<file path="src/rtl/core/tmf_pkg.sv">
// shared types, constants and width helpers of the trimmed-mean moving-average filter
// no dependencies; imported by every module of the block

package tmf_pkg;

    localparam int SAMPLE_W          = 16;
    localparam int TRIM_WINDOW_DEF   = 5;
    localparam int AVERAGE_DEPTH_DEF = 3;

    typedef logic signed [SAMPLE_W-1:0] t_sample;

    // load strobes of the two divider stages
    typedef struct packed {
        logic load_abs;
        logic load_out;
    } t_div_ctl;

    // width of the full window sum
    function automatic int win_sum_w(input int trim_window);
        return SAMPLE_W + $clog2(trim_window);
    endfunction

    // width of one trimmed sum (middle entries only)
    function automatic int trim_sum_w(input int trim_window);
        return SAMPLE_W + $clog2(trim_window - 2);
    endfunction

    // width of the sum of all trimmed sums
    function automatic int total_w(input int trim_window, input int average_depth);
        return trim_sum_w(trim_window) + $clog2(average_depth);
    endfunction

endpackage

</file>
<file path="src/rtl/core/tmf_window.sv">
// sample window stage: shifts in the new sample, registers sum, minimum and maximum
// depends on tmf_pkg

module tmf_window #(
    parameter int TRIM_WINDOW = tmf_pkg::TRIM_WINDOW_DEF
) (
    input  logic                  i_clk,
    input  logic                  i_rst_n,
    input  logic                  i_load,
    input  tmf_pkg::t_sample      i_sample,
    output logic signed [tmf_pkg::SAMPLE_W+$clog2(TRIM_WINDOW)-1:0] o_sum,
    output tmf_pkg::t_sample      o_min,
    output tmf_pkg::t_sample      o_max
);
    import tmf_pkg::*;

    localparam int SUM_W = win_sum_w(TRIM_WINDOW);

    // older samples, newest first; the incoming sample completes the window
    t_sample                  r_win [TRIM_WINDOW-1];
    t_sample                  cand  [TRIM_WINDOW];
    logic signed [SUM_W-1:0]  n_sum;
    t_sample                  n_min;
    t_sample                  n_max;
    logic signed [SUM_W-1:0]  r_sum;
    t_sample                  r_min;
    t_sample                  r_max;

    always_comb begin
        cand[0] = i_sample;
        for (int k = 1; k < TRIM_WINDOW; k++) begin
            cand[k] = r_win[k-1];
        end
    end

    always_comb begin
        n_sum = '0;
        n_min = cand[0];
        n_max = cand[0];
        for (int k = 0; k < TRIM_WINDOW; k++) begin
            n_sum = n_sum + SUM_W'(cand[k]);
            if (cand[k] < n_min) begin
                n_min = cand[k];
            end
            if (cand[k] > n_max) begin
                n_max = cand[k];
            end
        end
    end

    always_ff @(posedge i_clk) begin
        if (!i_rst_n) begin
            for (int k = 0; k < TRIM_WINDOW - 1; k++) begin
                r_win[k] <= '0;
            end
        end else if (i_load) begin
            r_win[0] <= i_sample;
            for (int k = 1; k < TRIM_WINDOW - 1; k++) begin
                r_win[k] <= r_win[k-1];
            end
        end
    end

    always_ff @(posedge i_clk) begin
        if (i_load) begin
            r_sum <= n_sum;
            r_min <= n_min;
            r_max <= n_max;
        end
    end

    assign o_sum = r_sum;
    assign o_min = r_min;
    assign o_max = r_max;

endmodule

</file>
<file path="src/rtl/core/tmf_trim_avg.sv">
// trimmed sum and running total over the ring of recent trimmed sums
// depends on tmf_pkg

module tmf_trim_avg #(
    parameter int TRIM_WINDOW   = tmf_pkg::TRIM_WINDOW_DEF,
    parameter int AVERAGE_DEPTH = tmf_pkg::AVERAGE_DEPTH_DEF
) (
    input  logic                  i_clk,
    input  logic                  i_rst_n,
    input  logic                  i_load,
    input  logic signed [tmf_pkg::SAMPLE_W+$clog2(TRIM_WINDOW)-1:0] i_sum,
    input  tmf_pkg::t_sample      i_min,
    input  tmf_pkg::t_sample      i_max,
    output logic signed [tmf_pkg::SAMPLE_W+$clog2(TRIM_WINDOW-2)
                         +$clog2(AVERAGE_DEPTH)-1:0] o_total
);
    import tmf_pkg::*;

    localparam int SUM_W  = win_sum_w(TRIM_WINDOW);
    localparam int TRIM_W = trim_sum_w(TRIM_WINDOW);
    localparam int TOT_W  = total_w(TRIM_WINDOW, AVERAGE_DEPTH);

    logic signed [TRIM_W-1:0] trim;
    logic signed [TRIM_W-1:0] r_ring [AVERAGE_DEPTH];
    logic signed [TOT_W-1:0]  r_acc;
    logic signed [TOT_W-1:0]  n_acc;

    // middle entries = whole window minus its extremes
    assign trim  = TRIM_W'(i_sum - SUM_W'(i_min) - SUM_W'(i_max));
    // running total: add newest, drop the one falling out of the ring
    assign n_acc = r_acc + TOT_W'(trim) - TOT_W'(r_ring[AVERAGE_DEPTH-1]);

    always_ff @(posedge i_clk) begin
        if (!i_rst_n) begin
            for (int k = 0; k < AVERAGE_DEPTH; k++) begin
                r_ring[k] <= '0;
            end
            r_acc <= '0;
        end else if (i_load) begin
            r_ring[0] <= trim;
            for (int k = 1; k < AVERAGE_DEPTH; k++) begin
                r_ring[k] <= r_ring[k-1];
            end
            r_acc <= n_acc;
        end
    end

    assign o_total = r_acc;

endmodule

</file>
<file path="src/rtl/core/tmf_round_div.sv">
// rounding divide of the total by the constant sample count, reciprocal multiply
// depends on tmf_pkg

module tmf_round_div #(
    parameter int TRIM_WINDOW   = tmf_pkg::TRIM_WINDOW_DEF,
    parameter int AVERAGE_DEPTH = tmf_pkg::AVERAGE_DEPTH_DEF
) (
    input  logic                  i_clk,
    input  tmf_pkg::t_div_ctl     i_ctl,
    input  logic signed [tmf_pkg::SAMPLE_W+$clog2(TRIM_WINDOW-2)
                         +$clog2(AVERAGE_DEPTH)-1:0] i_total,
    output tmf_pkg::t_sample      o_filtered
);
    import tmf_pkg::*;

    localparam int     TOT_W   = total_w(TRIM_WINDOW, AVERAGE_DEPTH);
    localparam int     DIVISOR = (TRIM_WINDOW - 2) * AVERAGE_DEPTH;
    localparam int     HALF    = DIVISOR / 2;
    localparam int     Y_W     = TOT_W + 1;
    localparam int     SHIFT   = Y_W + $clog2(DIVISOR);
    // ceiling reciprocal; exact floor for every y below 2**Y_W
    localparam longint RECIP   = ((longint'(1) << SHIFT) + DIVISOR - 1) / DIVISOR;
    localparam int     REC_W   = $clog2(RECIP + 1);
    localparam int     PROD_W  = Y_W + REC_W;

    logic                neg;
    logic [TOT_W-1:0]    mag;
    logic [Y_W-1:0]      n_y;
    logic                r_neg;
    logic [Y_W-1:0]      r_y;
    logic [PROD_W-1:0]   prod;
    logic [SAMPLE_W-1:0] quo;
    t_sample             n_out;
    t_sample             r_out;

    // magnitude plus half divisor gives round half away from zero
    assign neg = i_total[TOT_W-1];
    assign mag = neg ? TOT_W'(-i_total) : TOT_W'(i_total);
    assign n_y = Y_W'(mag) + Y_W'(HALF);

    always_ff @(posedge i_clk) begin
        if (i_ctl.load_abs) begin
            r_neg <= neg;
            r_y   <= n_y;
        end
    end

    assign prod  = PROD_W'(r_y) * PROD_W'(RECIP);
    assign quo   = prod[SHIFT +: SAMPLE_W];
    assign n_out = r_neg ? t_sample'(-quo) : t_sample'(quo);

    always_ff @(posedge i_clk) begin
        if (i_ctl.load_out) begin
            r_out <= n_out;
        end
    end

    assign o_filtered = r_out;

endmodule

</file>
<file path="src/rtl/core/trimmed_mean_moving_average_filter.sv">
// top level of the trimmed-mean moving-average filter: handshake and stage control
// depends on tmf_pkg, tmf_window, tmf_trim_avg, tmf_round_div

// One signed sample in, one signed result out, one transaction per clock when neither
// side stalls. The last TRIM_WINDOW samples are held in a window (reset to zero, and those
// zeros count as samples, so the output ramps up after reset); the smallest and largest
// are dropped and the rest summed, and the result is the average of the last
// AVERAGE_DEPTH such trimmed sums, i.e. their total divided by
// (TRIM_WINDOW-2)*AVERAGE_DEPTH, rounded to nearest with ties away from zero. There are
// four register stages: window sum/min/max, trimmed sum and running total, magnitude and
// rounding offset, reciprocal multiply into the output register. o_valid rises when the input
// transaction has moved through these stages in order into the output register. Each stage
// holds only while everything after it is full and the output is stalled, so o_stall rises
// only with all four stages occupied and i_stall high.

module trimmed_mean_moving_average_filter #(
    parameter int TRIM_WINDOW   = tmf_pkg::TRIM_WINDOW_DEF,
    parameter int AVERAGE_DEPTH = tmf_pkg::AVERAGE_DEPTH_DEF
) (
    input  logic             i_clk,
    input  logic             i_rst_n,
    input  logic             i_valid,
    output logic             o_stall,
    input  tmf_pkg::t_sample i_sample,
    output logic             o_valid,
    input  logic             i_stall,
    output tmf_pkg::t_sample o_filtered
);
    import tmf_pkg::*;

    localparam int SUM_W = win_sum_w(TRIM_WINDOW);
    localparam int TOT_W = total_w(TRIM_WINDOW, AVERAGE_DEPTH);

    // stage occupancy
    logic r_v1;
    logic r_v2;
    logic r_v3;
    logic r_vo;

    // per-stage advance: a stage may load when it is empty or its content moves on
    logic en_o;
    logic en3;
    logic en2;
    logic en1;
    logic in_acc;

    logic signed [SUM_W-1:0] win_sum;
    t_sample                 win_min;
    t_sample                 win_max;
    logic signed [TOT_W-1:0] total;
    t_div_ctl                div_ctl;

    assign en_o   = !r_vo || !i_stall;
    assign en3    = !r_v3 || en_o;
    assign en2    = !r_v2 || en3;
    assign en1    = !r_v1 || en2;
    assign in_acc = i_valid && en1;

    assign o_stall = !en1;
    assign o_valid = r_vo;

    always_ff @(posedge i_clk) begin
        if (!i_rst_n) begin
            r_v1 <= 1'b0;
            r_v2 <= 1'b0;
            r_v3 <= 1'b0;
            r_vo <= 1'b0;
        end else begin
            if (en1) begin
                r_v1 <= in_acc;
            end
            if (en2) begin
                r_v2 <= r_v1;
            end
            if (en3) begin
                r_v3 <= r_v2;
            end
            if (en_o) begin
                r_vo <= r_v3;
            end
        end
    end

    // window state moves only on an input transaction
    tmf_window #(
        .TRIM_WINDOW (TRIM_WINDOW)
    ) u_window (
        .i_clk    (i_clk),
        .i_rst_n  (i_rst_n),
        .i_load   (in_acc),
        .i_sample (i_sample),
        .o_sum    (win_sum),
        .o_min    (win_min),
        .o_max    (win_max)
    );

    // ring of trimmed sums moves only when a real item enters the stage
    tmf_trim_avg #(
        .TRIM_WINDOW   (TRIM_WINDOW),
        .AVERAGE_DEPTH (AVERAGE_DEPTH)
    ) u_trim_avg (
        .i_clk   (i_clk),
        .i_rst_n (i_rst_n),
        .i_load  (en2 && r_v1),
        .i_sum   (win_sum),
        .i_min   (win_min),
        .i_max   (win_max),
        .o_total (total)
    );

    assign div_ctl.load_abs = en3 && r_v2;
    assign div_ctl.load_out = en_o && r_v3;

    tmf_round_div #(
        .TRIM_WINDOW   (TRIM_WINDOW),
        .AVERAGE_DEPTH (AVERAGE_DEPTH)
    ) u_round_div (
        .i_clk      (i_clk),
        .i_ctl      (div_ctl),
        .i_total    (total),
        .o_filtered (o_filtered)
    );

    // reset empties the output stage
    a_reset_clears_out: assert property (@(posedge i_clk)
        !i_rst_n |=> !o_valid)
        else $error("output valid after reset");

    // input only stalls with every stage full and the output blocked
    a_stall_only_full: assert property (@(posedge i_clk) disable iff (!i_rst_n)
        o_stall |-> (r_v1 && r_v2 && r_v3 && r_vo && i_stall))
        else $error("input stalled with a free stage");

    // an accepted transaction occupies the first stage
    a_accept_fills: assert property (@(posedge i_clk) disable iff (!i_rst_n)
        (i_valid && !o_stall) |=> r_v1)
        else $error("accepted transaction lost at first stage");

    // a finished item with a free output register reaches the output
    a_last_moves: assert property (@(posedge i_clk) disable iff (!i_rst_n)
        (r_v3 && !(r_vo && i_stall)) |=> o_valid)
        else $error("result did not reach the output");

endmodule
</file>
<file path="config.mk">
export PLATFORM = sky130hd
export DESIGN_NAME = trimmed_mean_moving_average_filter
export DESIGN_NICKNAME = d
export VERILOG_FILES = /design/src/rtl/core/tmf_pkg.sv /design/src/rtl/core/tmf_window.sv /design/src/rtl/core/tmf_trim_avg.sv /design/src/rtl/core/tmf_round_div.sv /design/src/rtl/core/trimmed_mean_moving_average_filter.sv
export SDC_FILE = /design/constraint.sdc
export NUM_CORES = 1
export LEC_CHECK = 0
export ABC_AREA = 1
export BUFFER_PORTS_ARGS = -buffer_cell sky130_fd_sc_hd__clkbuf_2
export CORE_MARGIN = 5
export CORE_UTILIZATION = 55
export CTS_CLUSTER_SIZE = 24
export DETAILED_ROUTE_END_ITERATION = 10
export PLACE_DENSITY = 0.71
export SYNTH_ARGS = -nofsm -noshare
export SYNTH_HDL_FRONTEND = slang
export SYNTH_HIERARCHICAL = 1
export SYNTH_SLANG_ARGS = --single-unit
</file>
<file path="constraint.sdc">
create_clock -name i_clk -period 10.75 [get_ports i_clk]
set_input_delay 0 -clock i_clk [delete_from_list [all_inputs] [get_ports i_clk]]
set_output_delay 0 -clock i_clk [all_outputs]
set_load 0.1 [all_outputs]
</file>
==> flow_summary.yaml, run 1 <==
outcome:
  status: "completed"
detailed_routing:
  wl_per_cell_um: 18.17
  route.detailed.drc: 0
  via_per_inst: 5.426
  drt_iter0_drc: 1422
  dr.pass1.iters: 8
  drt-total-wl_um: 70460
  vias: 21036
  ant_nets: 0
sta:
  relSlewSlack_pct: 36.00
  hold_viol_final: 0
  setup_viol: 0
  rsz0062_at_grt: "false"
  tightest_slew_ns: 0.9577
  fin_skew_ns: 0.01402
  drv_slew: 0
  period_minus_slack_ns: 9.697
  fin_crit_sh_pct: 90.20
  tns_ns: 0
  max_freq_mhz: 103.1
clocking:
  clk_pin_slew_ns: 0.06
  cts-root-buf: "clkbuf_16"
  cts_tree: "yes"
  numCtsBuffers: 27
  clock_path_buffers: 3
  cts_max_level: 1
  clk_latency_ns: 0.57
  cts_sinks: 230
floorplanning:
  core-area_um2: 46750
  io-pin-count: 38
  die_area_um2: 51830
  die_width_um: 227.7
  initial_utilization_pct: 55.74
  core.rowCount: 79
  die_y_um: 227.7
worst_setup_path:
  end_kind: "flip-flop"
  timing.rr.end: "u_window/o_max[8]$_DFFE_PP_"
  critical-path-max-stage-delay_ns: 0.61
  critPathLaunchType: "flip-flop"
  crit_arrival_ns: 10.14
  path_max_fanout: 32
  critPathSlowestCell: "inv_1"
  r2r_start: "u_window/r_win[0][15]$_SDFFCE_PN0P_"
  ff2ff_setup_slack_ns: 1.05
  critPathKind: "flip-flop to flip-flop"
  cp_common_cell: "nand2_1"
  required_ns: 11.19
  reg2reg_depth: 39
synth:
  synth_cells: 3198
  synth_nets: 3772
  syn_area_per_cell_um2: 8.148
  syn_area_um2: 26060
  yosysWarningCount: 6
hold_path:
  worstHoldEndpoint: "r_v2$_SDFFE_PN0P_"
  hold_start: "i_stall"
  hold_depth: 6
  hold_path_class: "input port to flip-flop"
final_layout:
  layout_commonest_cell: "nand2_1"
  fin_nets: 3824
  drive_gt1_share_pct: 6.208
  n_antenna_cell: 0
  syn_to_final_growth_pct: 7.711
  layout_common_cells: "708 x nand2_1, 677 x inv_1, 339 x ha_1"
place:
  gp_congestion: 0.9653
  dp_hpwl_um: 58770
  port_buffers: 37
global_route:
  grt_pass1_wl_um: 112500
  met1_usage_pct: 35.35
  antenna_found_initial: 1
  use_met2_pct: 49.20
  grt_use_total_pct: 27.48
  grt_pass1_vias: 21337
  grt-busiest-layer: "met2"
  grtUsageMet3_pct: 2.492
  grt.overflow.total: 0
  grt_max_degree: 65
run:
  drv_cap: 0
## worst max-delay path, delay by kind of cell, from the launching register on
family / cells / cell delay (ns)
AOI/OAI and AO/OA: 8 / 2.16
buffers and inverters: 3 / 0.73
adders and majority gates: 4 / 1.22
DFF: 1 / 0.47
and+or+nand+nor: 23 / 4.80
xor gates and xnor gates: 1 / 0.18
## layout make-up
type,instances,area [um^2]
Fill cell,4237,18690
Multi-Input combinational cell,2236,16650
Sequential cell,230,6666
Inverter,691,2594
Tap cell,607,759.5
Clock buffer,28,679.4
Timing Repair Buffer,64,440.4
Clock inverter,21,274.0
## metrics by stage
stage	hold slack [ns]	setup WS [ns]	util (%)	cell area [um^2]	cells
6_report	0.3877	1.053	60.03	28070	3877
3_5_place_dp	0.3097	0.8916	57.52	26890	3807
5_1_grt	0.4204	0.001933	60.03	28070	3877
3_3_place_gp	0.2991	0.8803	57.52	26890	3807
2_1_floorplan	0.1640	3.251	-	26060	3198
4_1_cts	0.3533	0.8602	60.00	28050	3877
## registers in the layout, summed over array words and instances (netlist names)
register,cells
u_window/o_sum,18
o_valid,1
r_v1,1
u_window/o_min,16
r_v2,1
u_window/r_win,64
r_v3,1
u_round_div/o_filtered,16
u_trim_avg/r_ring,54
u_window/o_max,16
u_round_div/r_y,21
u_round_div/r_neg,1
u_trim_avg/o_total,20
## how the worst max path moves through the flow
stage                                                    from                           end  slack, ns  cells past startpoint
after global routing      u_window/r_win[0][15]$_SDFFCE_PN0P_  u_window/o_min[14]$_DFFE_PP_      0.002                     36
after CTS                 u_window/r_win[0][15]$_SDFFCE_PN0P_   u_window/o_max[5]$_DFFE_PP_       0.86                     39
after detailed placement  u_window/r_win[0][15]$_SDFFCE_PN0P_   u_window/o_max[5]$_DFFE_PP_       0.89                     39
final                     u_window/r_win[0][15]$_SDFFCE_PN0P_   u_window/o_max[8]$_DFFE_PP_       1.05                     39
after floorplan           u_window/r_win[0][15]$_SDFFCE_PN0P_  u_window/o_max[10]$_DFFE_PP_       3.25                     50
after global placement    u_window/r_win[0][15]$_SDFFCE_PN0P_   u_window/o_max[5]$_DFFE_PP_       0.88                     39
## what timing repair did
action                                  4_1_cts  5_1_grt
setup buffers                                 0        0
endpoints found under the hold margin        37        0
endpoints found under the setup margin        0       32
hold buffers                                 21        0
gates resized for setup                       0        4
## metal layers
metal  up-vias  share of wire, %
li1      10255                 -
met1     10038                42
met2       593                50
met3       150               4.7
met4         0               3.7
met5         -                 0
Power of run 1 is not shown: default switching activity piles up to over one toggle a cycle in this logic, so the estimate is an artifact.
==> run 2, diff against run 1 <==
--- a/config.mk
+++ b/config.mk
@@ -5,13 +5,14 @@
 export SDC_FILE = /design/constraint.sdc
 export NUM_CORES = 1
 export LEC_CHECK = 0
-export ABC_AREA = 1
 export BUFFER_PORTS_ARGS = -buffer_cell sky130_fd_sc_hd__clkbuf_2
-export CORE_MARGIN = 5
-export CORE_UTILIZATION = 55
+export CELL_PAD_IN_SITES_DETAIL_PLACEMENT = 0
+export CELL_PAD_IN_SITES_GLOBAL_PLACEMENT = 1
+export CORE_MARGIN = 3
+export CORE_UTILIZATION = 52
 export CTS_CLUSTER_SIZE = 24
 export DETAILED_ROUTE_END_ITERATION = 10
-export PLACE_DENSITY = 0.71
+export PLACE_DENSITY_LB_ADDON = 0.1
 export SYNTH_ARGS = -nofsm -noshare
 export SYNTH_HDL_FRONTEND = slang
 export SYNTH_HIERARCHICAL = 1
==> flow_summary.yaml, run 2 <==
outcome:
  status: "completed"
clocking:
  clk_latency_ns: 0.58
  cts_max_level: 1
  cts_sinks: 230
  clock_path_buffers: 3
  cts-root-buf: "clkbuf_16"
  numCtsBuffers: 30
  clk_pin_slew_ns: 0.06
  cts_tree: "yes"
place:
  dp_hpwl_um: 52220
  gp_congestion: 0.8978
  port_buffers: 37
final_layout:
  ff_latch_area_um2: 6666
  top_regs: "u_window/r_win x64, u_trim_avg/r_ring x54, u_round_div/r_y x21"
  layout_commonest_cell: "inv_1"
  multiInputGateArea_um2: 16460
  largest_reg_flops: 64
  regMostFlops: "u_window/r_win"
  layout_common_cells: "407 x inv_1, 338 x ha_1, 215 x fa_1"
  nFillCells: 4076
  fin_nets: 3091
  syn_to_final_growth_pct: 8.971
  drive_gt1_share_pct: 7.011
detailed_routing:
  wl_per_cell_um: 20.35
  dr.pass1.iters: 6
  drt_iter0_drc: 1162
  via_per_inst: 5.660
  vias: 17812
  drt-total-wl_um: 64030
  ant_nets: 0
  route.detailed.drc: 0
sta:
  fin_skew_ns: 0.01429
  fin_crit_sh_pct: 93.07
  drv_slew: 0
  hold_ws_ns: 0.3269
  tightest_slew_ns: 1.131
  relSlewSlack_pct: 24.28
  period_minus_slack_ns: 10.00
  hold_viol_final: 0
  setup_viol: 0
  max_freq_mhz: 99.95
synth:
  synth_cells: 2463
  syn_area_um2: 24830
  syn_area_per_cell_um2: 10.08
  synth_nets: 3037
  yosysWarningCount: 6
global_route:
  grt_pass1_vias: 18343
  grt_use_total_pct: 25.96
  grt_pass1_wl_um: 102300
  grt_max_degree: 81
  grt.overflow.total: 0
  antenna_found_initial: 0
worst_setup_path:
  r2r_start: "u_window/r_win[0][15]$_SDFFCE_PN0P_"
  ff2ff_setup_slack_ns: 0.75
  crit_start: "u_window/r_win[0][15]$_SDFFCE_PN0P_"
  timing.rr.end: "u_window/o_max[0]$_DFFE_PP_"
  crit_arrival_ns: 10.33
  critPathKind: "flip-flop to flip-flop"
  critical-path-max-stage-delay_ns: 0.49
  crit_end: "u_window/o_max[0]$_DFFE_PP_"
  path_max_fanout: 16
  critPathLaunchType: "flip-flop"
  cp_common_cell: "a21o_1"
  required_ns: 11.08
  reg2reg_depth: 42
  end_kind: "flip-flop"
  critPathSlowestCell: "ha_2"
floorplanning:
  core-area_um2: 46850
  core.rowCount: 79
  die_width_um: 224.5
  die_area_um2: 50400
  initial_utilization_pct: 52.99
  io-pin-count: 38
  die_y_um: 224.5
run:
  drv_cap: 0
hold_path:
  hold_path_class: "input port to flip-flop"
==> run 2: timing repair <==
| action | CTS | global route |
|---|---|---|
| setup endpoints to repair | 0 | 16 |
| hold endpoints to repair | 21 | 0 |
| setup buffers | 0 | 2 |
| resized for setup | 0 | 7 |
| hold buffers | 20 | 0 |
==> run 2: worst min-delay path by stage <==
| stage | from | end | slack [ns] | depth (start not counted) |
|---|---|---|---|---|
| detailed placement | i_valid | r_v1$_SDFFE_PN0P_ | 0.23 | 3 |
| floorplan | i_valid | r_v1$_SDFFE_PN0P_ | 0.11 | 2 |
| CTS | i_stall | o_valid$_SDFFE_PN0P_ | 0.28 | 4 |
| finish | i_stall | o_valid$_SDFFE_PN0P_ | 0.33 | 4 |
| global route | i_stall | o_valid$_SDFFE_PN0P_ | 0.33 | 4 |
| global placement | i_valid | r_v1$_SDFFE_PN0P_ | 0.22 | 3 |
==> run 2: layout make-up <==
type | count | area share, %
diodes | 1 | 0.009250
clock buffers | 33 | 2.817
clock inverters | 21 | 1.036
inverters | 408 | 5.661
multi-input cells | 1765 | 60.85
flip-flops and latches | 230 | 24.64
well taps | 607 | 2.807
repair buffers | 82 | 2.174
==> run 2: layer usage <==
layer,share of wire (%),vias to the layer above,GRT usage [%]
li1,-,8686,-
met2,50,354,46.30
met1,43,8658,33.57
met3,3.1,114,2.036
met5,0,-,0
met4,3.7,0,8.673
==> run 2: through the flow <==
stage               setup TNS [ns]  cell area [um^2]  util (%)  setup WS [ns]  cells
floorplan                        0             24830         -          1.180   2463
global placement                 0             25750     54.96         0.4148   3070
detailed placement               0             25750     54.96         0.2927   3070
CTS                              0             26990     57.62         0.2457   3144
global route              -0.04274             27050     57.74       -0.02973   3146
finish                           0             27050     57.74         0.7454   3147
==> run 2: critical path, delay by kind of cell (launching register included) <==
kind / cells / cell delay [ns]
AO/OA/AOI/OAI: 20 / 4.24
flip-flops: 1 / 0.47
AND/OR/NAND/NOR: 11 / 2.05
buffers and inverters: 4 / 0.75
multiplexers: 3 / 0.97
adder cells (fa/ha/maj): 4 / 1.27
Power of run 2 is left out for the same reason.
==> run 3, diff against run 2 <==
--- a/config.mk
+++ b/config.mk
@@ -8,6 +8,7 @@
 export BUFFER_PORTS_ARGS = -buffer_cell sky130_fd_sc_hd__clkbuf_2
 export CELL_PAD_IN_SITES_DETAIL_PLACEMENT = 0
 export CELL_PAD_IN_SITES_GLOBAL_PLACEMENT = 1
+export CORE_ASPECT_RATIO = 2
 export CORE_MARGIN = 3
 export CORE_UTILIZATION = 52
 export CTS_CLUSTER_SIZE = 24
==> flow_summary.yaml, run 3 (synthesis gave the netlist of run 2 again) <==
worst_setup_path:
  critPathLaunchType: "flip-flop"
  required_ns: 11.04
  path_max_fanout: 17
  critPathSlowestCell: "o31a_1"
  r2r_start: "u_window/r_win[0][6]$_SDFFCE_PN0P_"
  end_kind: "flip-flop"
  critical-path-max-stage-delay_ns: 0.61
  crit_start: "u_window/r_win[0][6]$_SDFFCE_PN0P_"
  cp_common_cell: "a21oi_1"
  critPathKind: "flip-flop to flip-flop"
  crit_arrival_ns: 10.50
clocking:
  clk_latency_ns: 0.56
  cts_sinks: 230
  cts_tree: "yes"
  cts_max_level: 1
  clock_path_buffers: 3
  cts-root-buf: "clkbuf_16"
  numCtsBuffers: 24
  clk_pin_slew_ns: 0.07
detailed_routing:
  ant_nets: 0
  dr.pass1.iters: 5
  wl_per_cell_um: 22.38
  vias: 18086
  drt_iter0_drc: 623
  route.detailed.drc: 0
  via_per_inst: 5.709
  drt-total-wl_um: 70910
place:
  port_buffers: 37
  dpl_cell_area_um2: 25870
  dp_hpwl_um: 60040
  place_ws_ns: 0.06713
  gp_congestion: 0.9493
floorplanning:
  initial_utilization_pct: 52.88
  die_area_um2: 50560
  core.rowCount: 112
  io-pin-count: 38
  die_width_um: 160.5
  core-area_um2: 46950
  die_y_um: 315.0
final_layout:
  ff_latch_area_um2: 6666
  layout_common_cells: "407 x inv_1, 338 x ha_1, 215 x fa_1"
  drive_gt1_share_pct: 7.163
  top_regs: "u_window/r_win x64, u_trim_avg/r_ring x54, u_round_div/r_y x21"
  multiInputGateArea_um2: 16480
  syn_to_final_growth_pct: 8.422
  postLayoutCellArea_um2: 26920
  layout_commonest_cell: "inv_1"
  nFillCells: 4247
  post-route-util_pct: 57.34
  n_antenna_cell: 0
  fin_nets: 3097
  regMostFlops: "u_window/r_win"
  largest_reg_flops: 64
sta:
  hold_viol_final: 0
  relSlewSlack_pct: 17.58
  fin_crit_sh_pct: 94.96
  max_freq_mhz: 97.96
  fin_skew_ns: 0.02681
  tns_ns: 0
  tightest_slew_ns: 1.223
  setup_viol: 0
  drv_slew: 0
  finalWorstSetupSlack_ns: 0.5422
  period_minus_slack_ns: 10.21
run:
  drv_cap: 0
global_route:
  grt.overflow.total: 0
  antenna_found_initial: 1
  grt_pass1_vias: 19761
  grt_max_degree: 116
  grt_pass1_wl_um: 109300
  grt_use_total_pct: 28.59
outcome:
  status: "completed"
hold_path:
  hold_start: "i_rst_n"
  hold_path_class: "input port to flip-flop"
[run 3: final timing paths]
check	cells past startpoint	slack, ns	end
max	40	0.54	u_window/o_min[15]$_DFFE_PP_
max reg2reg	40	0.54	u_window/o_min[15]$_DFFE_PP_
min reg2reg	1	0.52	r_v3$_SDFFE_PN0P_
min	2	0.14	u_trim_avg/r_ring[0][43]$_SDFFCE_PN0P_
[run 3: critical path: cells and delay by family (launching register included)]
family	cells	cell delay (ns)
AO/OA/AOI/OAI	20	5.43
AND/OR/NAND/NOR	10	1.65
adder cells (fa/ha/maj)	4	1.28
buffers and inverters	4	0.57
multiplexers	2	0.48
flip-flops	1	0.48
[run 3: through the flow]
step	instances	hold WS, ns
finish	3168	0.1393
global route	3168	0.1505
CTS	3162	0.1004
detailed placement	3099	0.2321
global placement	3099	0.2228
floorplan	2463	0.1146
[run 3: metal layers]
layer  up-vias  part of all wire [%]  track usage [%]
met4         0                    12            26.42
li1       8683                     -                -
met1      8838                    28            22.80
met5         -                     0                0
met2       338                    58            58.29
met3       227                   2.2            2.235
[run 3: cell type report]
cell class / instances / share of cell area [%]
Tap cell: 627 / 2.915
Multi-Input combinational cell: 1765 / 61.22
Sequential cell: 230 / 24.77
Clock inverter: 12 / 0.3021
Timing Repair Buffer: 94 / 2.571
Clock buffer: 32 / 2.533
Inverter: 408 / 5.690
[run 3: what timing repair did]
action                                  4_1_cts  5_1_grt
hold buffers                                 19        0
endpoints found under the setup margin        0       16
endpoints found under the hold margin        19        0
resized for setup                             0       10
buffers inserted                              0        6
Power of run 3 is left out for the same reason.
